==> config.mk <==
export PLATFORM = sky130hd
export DESIGN_NAME = pwl_mac
export DESIGN_NICKNAME = d
export VERILOG_FILES = /design/src/rtl/pwl_pkg.sv /design/src/rtl/pwl_mac.sv
export SDC_FILE = /design/constraint.sdc
export NUM_CORES = 2
export LEC_CHECK = 0
export ABC_AREA = 1
export BUFFER_PORTS_ARGS = -buffer_cell sky130_fd_sc_hd__buf_4
export CORE_UTILIZATION = 44
export DETAILED_ROUTE_END_ITERATION = 12
export GPL_TIMING_DRIVEN = 0
export REMOVE_ABC_BUFFERS = 1
export SYNTH_ARGS = -nofsm -noshare
export SYNTH_HDL_FRONTEND = slang
export SYNTH_SLANG_ARGS = --single-unit
==> constraint.sdc <==
create_clock -name clk_i -period 3.15 [get_ports clk_i]
set_input_delay 0.4725 -clock clk_i [delete_from_list [all_inputs] [get_ports clk_i]]
set_output_delay 0.4725 -clock clk_i [all_outputs]
set_load 0.01 [all_outputs]
==> src/rtl/pwl_pkg.sv <==
// Shared constants, codes and types of the piecewise linear evaluator.
`default_nettype none

package pwl_pkg;

  // Payload widths fixed by the interface.
  localparam int DATA_W   = 32;
  localparam int ENTRY_W  = 4;
  localparam int NPTS_W   = 5;

  // Defaults of the top-level parameters.
  localparam int MAX_POINTS_DEF = 16;
  localparam int FRAC_BITS_DEF  = 16;

  // Configuration port: one register at byte address 0.
  localparam int ADDR_W    = 3;
  localparam int REG_IDX_W = 1;
  localparam logic [REG_IDX_W-1:0] REG_NUM_POINTS = 1'b0;
  localparam logic [NPTS_W-1:0]    NUM_POINTS_RST = 5'd2;

  typedef enum logic {
    CMD_LOAD = 1'b0,
    CMD_EVAL = 1'b1
  } cmd_e;

  // Operands of one evaluation, handed from segment lookup to arithmetic.
  typedef struct packed {
    logic signed [DATA_W-1:0] slope;
    logic signed [DATA_W-1:0] intercept;
    logic signed [DATA_W-1:0] x;
    logic                     found;
  } mac_req_t;

endpackage

`default_nettype wire

==> src/rtl/pwl_mac.sv <==
// Multiply, round, intercept add and saturation pipeline with output register.
`default_nettype none

module pwl_mac #(
  parameter int FRAC_BITS = pwl_pkg::FRAC_BITS_DEF
) (
  input  wire logic                             clk_i,
  input  wire logic                             rst_ni,
  input  wire logic                             req_valid_i,
  output logic                                  req_ready_o,
  input  wire pwl_pkg::mac_req_t                req_i,
  output logic                                  out_valid_o,
  input  wire logic                             out_ready_i,
  output logic signed [pwl_pkg::DATA_W-1:0]     y_value_o,
  output logic                                  out_of_range_o
);

  localparam int DW     = pwl_pkg::DATA_W;
  localparam int PROD_W = 2 * DW;
  localparam int SUM_W  = PROD_W + 1;
  localparam logic signed [PROD_W-1:0] HALF = (PROD_W'(1) << FRAC_BITS) >> 1;
  localparam logic signed [SUM_W-1:0] Y_MAX =
    {{(SUM_W-DW+1){1'b0}}, {(DW-1){1'b1}}};
  localparam logic signed [SUM_W-1:0] Y_MIN =
    {{(SUM_W-DW+1){1'b1}}, {(DW-1){1'b0}}};

  logic                     va_q, vb_q, vc_q;
  logic                     rdy_a, rdy_b, rdy_c;
  logic signed [PROD_W-1:0] prod_d, prod_q;
  logic signed [DW-1:0]     ic_a_q, ic_b_q;
  logic                     found_a_q, found_b_q;
  logic signed [PROD_W-1:0] rnd_d, rnd_q;
  logic signed [SUM_W-1:0]  sum_d;
  logic signed [DW-1:0]     y_d, y_q;
  logic                     oor_q;

  // Each stage moves when it is empty or its successor moves.
  assign rdy_c       = !vc_q || out_ready_i;
  assign rdy_b       = !vb_q || rdy_c;
  assign rdy_a       = !va_q || rdy_b;
  assign req_ready_o = rdy_a;

  assign prod_d = $signed(req_i.slope) * $signed(req_i.x);
  assign rnd_d  = (prod_q + HALF) >>> FRAC_BITS;
  assign sum_d  = SUM_W'(rnd_q) + SUM_W'(ic_b_q);

  always_comb begin
    if (!found_b_q) begin
      y_d = '0;
    end else if (sum_d > Y_MAX) begin
      y_d = Y_MAX[DW-1:0];
    end else if (sum_d < Y_MIN) begin
      y_d = Y_MIN[DW-1:0];
    end else begin
      y_d = sum_d[DW-1:0];
    end
  end

  always_ff @(posedge clk_i or negedge rst_ni) begin
    if (!rst_ni) begin
      va_q <= 1'b0;
      vb_q <= 1'b0;
      vc_q <= 1'b0;
    end else begin
      if (rdy_a) va_q <= req_valid_i;
      if (rdy_b) vb_q <= va_q;
      if (rdy_c) vc_q <= vb_q;
    end
  end

  always_ff @(posedge clk_i) begin
    if (rdy_a && req_valid_i) begin
      prod_q    <= prod_d;
      ic_a_q    <= req_i.intercept;
      found_a_q <= req_i.found;
    end
    if (rdy_b && va_q) begin
      rnd_q     <= rnd_d;
      ic_b_q    <= ic_a_q;
      found_b_q <= found_a_q;
    end
    if (rdy_c && vb_q) begin
      y_q   <= y_d;
      oor_q <= !found_b_q;
    end
  end

  assign out_valid_o    = vc_q;
  assign y_value_o      = y_q;
  assign out_of_range_o = oor_q;

endmodule

`default_nettype wire

==> results.sh <==
export IMPL_status="finished with violations"
export IMPL_violations="negative setup slack"
export IMPL_core_area_sq_um=109000
export IMPL_cts_root_buf="clkbuf_16"
export IMPL_min_delay_path_class="in -> reg"
export IMPL_post_synthesis_register_bit_count=199
export IMPL_synth_cells=5923
export IMPL_clock_tree_htree_level_count=4
export IMPL_critical_path_reg2reg_endpoint="y_value_o[17]"
export IMPL_drt_first_pass_iters=6
export IMPL_finalMaxSlewViolations=0
export IMPL_grt_start_max_net_pins=71
export IMPL_syn_avg_cell_area_sq_um=8.24
export IMPL_route_detailed_vias_per_inst=5.00
export IMPL_yosys_warnings=0
export IMPL_fraction_of_registers_with_async_set_reset_pct=1.51
export IMPL_routed_via_count=37887
export IMPL_die_width_um=335
export IMPL_final_instance_count_excl_fill=7572
export IMPL_final_antenna_net_count=0
export IMPL_area_growth_pct=18.3
export IMPL_start_util_pct=44.6
export IMPL_layout_min_cycle_time_ns=7.03
export IMPL_synth_cell_type_count=49
export IMPL_fin_crit_sh_pct=223
export IMPL_postSynth_topFlopCell="edfxtp_1"
export IMPL_r2r_start="ic_b_q[0]"
export IMPL_worstSkewPairLatency_ns=0.47
export IMPL_gp_congestion=0.922
export IMPL_fillerInstances=10112
export IMPL_criticalPathCategory="in -> reg"
export IMPL_wl_per_cell_um=20.0
export IMPL_grt_antenna_before_repair=1
export IMPL_core_rowCount=121
export IMPL_crit_required_ns=3.36
export IMPL_maxCapViolations=0
export IMPL_vias_in_the_first_global_route=40449
export IMPL_grt_total_usage_pct=27.1
export IMPL_worst_r2r_cell_count=16
export IMPL_num_io_pins=136
export IMPL_final_setup_viol_count=81
export IMPL_dieArea_sq_um=112000
export IMPL_clock_fmax_ghz=0.142
export IMPL_critPathCapture="prod_q[55]"
export IMPL_timing_worst_slew_pin_value_ns=1.26
export IMPL_drive_gt1_share_pct=14.9
export IMPL_critical_path_endpoint_type="flip-flop"
export IMPL_clkSinkCount=199
export IMPL_maximum_buffer_depth_of_the_clock_tree=2
export IMPL_tns_ns=-194.21
export IMPL_final_net_count=7494
export IMPL_remaining_max_slew_budget_at_the_tightest_pin_pct=15.7
export IMPL_clock_tree_from_tritoncts="yes"
export IMPL_syn_cell_area_sq_um=48800
export IMPL_clock_skews_ns=0.0115
export IMPL_synth_edf_count=196
export IMPL_reg2reg_slack_ns=-0.97
export IMPL_synth_sequential_area_ratio_pct=12.2
export IMPL_drt_iter0_markers=2687
export IMPL_crit_path_start="req_i[96]"
export IMPL_timing_hold_violations_final=0
export IMPL_remaining_drc_errors=0
export IMPL_arr_time_crit_path_ns=7.24
export IMPL_tritoncts_num_buffers=17
export IMPL_cts_reportedPaths_clkPinSlew_ns=0.08
export IMPL_worst_setup_path_start_kind="input pin"
export IMPL_port_buffers=135
export IMPL_detail_route_wirelength_um=151000
export IMPL_post_dp_hpwl_um=107000
export IMPL_die_height_um=335
export IMPL_grt_first_pass_wirelength_um=231000
export IMPL_placed_cells_incl_taps=7336
export IMPL_timing_critical_path_fanout_max=6
export IMPL_unrepaired_setup_endpoints_after_global_routing="true"
export IMPL_post_route_worst_setup_slack_ns=-3.88
export IMPL_grt_overflow_total=0
cell usage after synthesis, types with 19 or more instances:
library cell,n,area (sq um)
nand3_1,61,305
nand2_1,1617,6070
edfxtp_1,196,5890
ha_1,229,2870
nand4_1,31,194
xnor2_1,41,359
fa_1,1082,21700
a21oi_1,146,731
nor2_2,19,119
nor3_1,34,170
inv_1,1774,6660
xor2_1,99,867
nor2_1,199,747
clkbuf_1,194,728
o21ai_0,53,265
nor4_1,20,125
final cells by class:
cell class | count | area (sq um) | share of cell area (%)
timing repair inverter | 1 | 7.51 | 0.0130
sequential | 199 | 5960 | 10.3
multi-input combinational | 3740 | 37800 | 65.5
clock buffer | 18 | 429 | 0.743
clock inverter | 14 | 184 | 0.319
antenna | 1 | 2.50 | 0.00433
inverter | 1783 | 6730 | 11.7
timing repair buffer | 340 | 4780 | 8.28
tap | 1476 | 1850 | 3.20
registers in the layout, summed over array words and instances (netlist names):
| register | count |
|---|---|
| prod_q | 49 |
| rnd_q | 48 |
| ic_a_q | 32 |
| ic_b_q | 32 |
| y_value_o | 32 |
| found_a_q | 1 |
| found_b_q | 1 |
| out_of_range_o | 1 |
| out_valid_o | 1 |
| va_q | 1 |
| vb_q | 1 |
placed cells by master (no fill, tap or decap), types with 30 or more instances in the layout:
| cell type | Yosys | final |
|---|---|---|
| nor2_2 | 19 | 34 |
| nor3_1 | 34 | 30 |
| ha_4 | 0 | 44 |
| a21oi_2 | 14 | 61 |
| nand3_1 | 61 | 47 |
| nand2_1 | 1617 | 1527 |
| xor2_1 | 99 | 88 |
| buf_6 | 6 | 53 |
| fa_2 | 0 | 66 |
| ha_1 | 229 | 177 |
| inv_1 | 1774 | 1710 |
| nor2_4 | 1 | 32 |
| fa_1 | 1082 | 1016 |
| buf_4 | 0 | 179 |
| nor2_1 | 199 | 153 |
| nand4_1 | 31 | 31 |
| nand2_2 | 6 | 65 |
| xnor2_1 | 41 | 36 |
| a21oi_1 | 146 | 80 |
| edfxtp_1 | 196 | 196 |
| buf_16 | 0 | 44 |
| inv_2 | 9 | 61 |
routing by layer:
metal,global-route usage [%],vias up,wire [um]
met5,0,-,0
met4,8.98,0,6580
met3,2.78,288,8770
met2,47.4,1196,74100
met1,35.0,19232,61800
li1,-,17171,-
how the worst min path moves through the flow:
stage                        to  depth (start not counted)       from
finish                ic_a_q[2]                          1  req_i[35]
detailed placement  out_valid_o                          1     rst_ni
global placement    out_valid_o                          1     rst_ni
global route          ic_a_q[2]                          1  req_i[35]
CTS                   ic_a_q[2]                          1  req_i[35]
floorplan           out_valid_o                          0     rst_ni
critical path, stage by stage:
cell        delay, ns
buf_16           0.13
buf_12           0.15
nand2_4          0.06
inv_2            0.04
fa_1             0.50
fa_1             0.56
fa_2             0.54
fa_2             0.68
clkinvlp_4       0.14
buf_8            0.15
buf_4            0.13
fa_1             0.47
inv_1            0.06
fa_1             0.54
inv_1            0.05
fa_1             0.50
inv_1            0.07
fa_2             0.56
ha_4             0.23
a21oi_4          0.14
o21a_1           0.13
inv_1            0.07
a21oi_4          0.14
buf_6            0.12
o21ai_1          0.08
a21oi_1          0.18
nand2_1          0.15
xor2_1           0.17
metrics by stage:
stage          setup slack, ns  hold slack (ns)  area [sq um]  util (%)
5_1_grt                  -4.02            0.152         57700      52.7
3_3_place_gp             -5.81            0.264         50900      46.5
6_report                 -3.88            0.179         57700      52.8
2_1_floorplan            -4.11            0.177         48000         -
3_5_place_dp             -5.86            0.263         51000      46.6
4_1_cts                  -3.81            0.144         55700      50.9
cells by family after synthesis:
logic type | Yosys count | share of synthesized area (%)
simple gates | 2018 | 16.5
buf+inv | 1984 | 15.3
fa+ha+maj | 1311 | 50.2
compound gates | 271 | 3.20
flops | 199 | 12.2
xor+xnor | 140 | 2.51
timing repair:
action / in CTS / in global routing
setup endpoints to repair: 81 / 81
buffers inserted: 96 / 71
hold endpoints to repair: 3 / 0
gates cloned: 31 / 8
hold buffers: 1 / 0
resized for setup: 560 / 334
pin swaps: 140 / 228
Power is left out: the tool's default activity adds up to more than one toggle a clock period on the data nets, which glitch-free logic cannot reach.
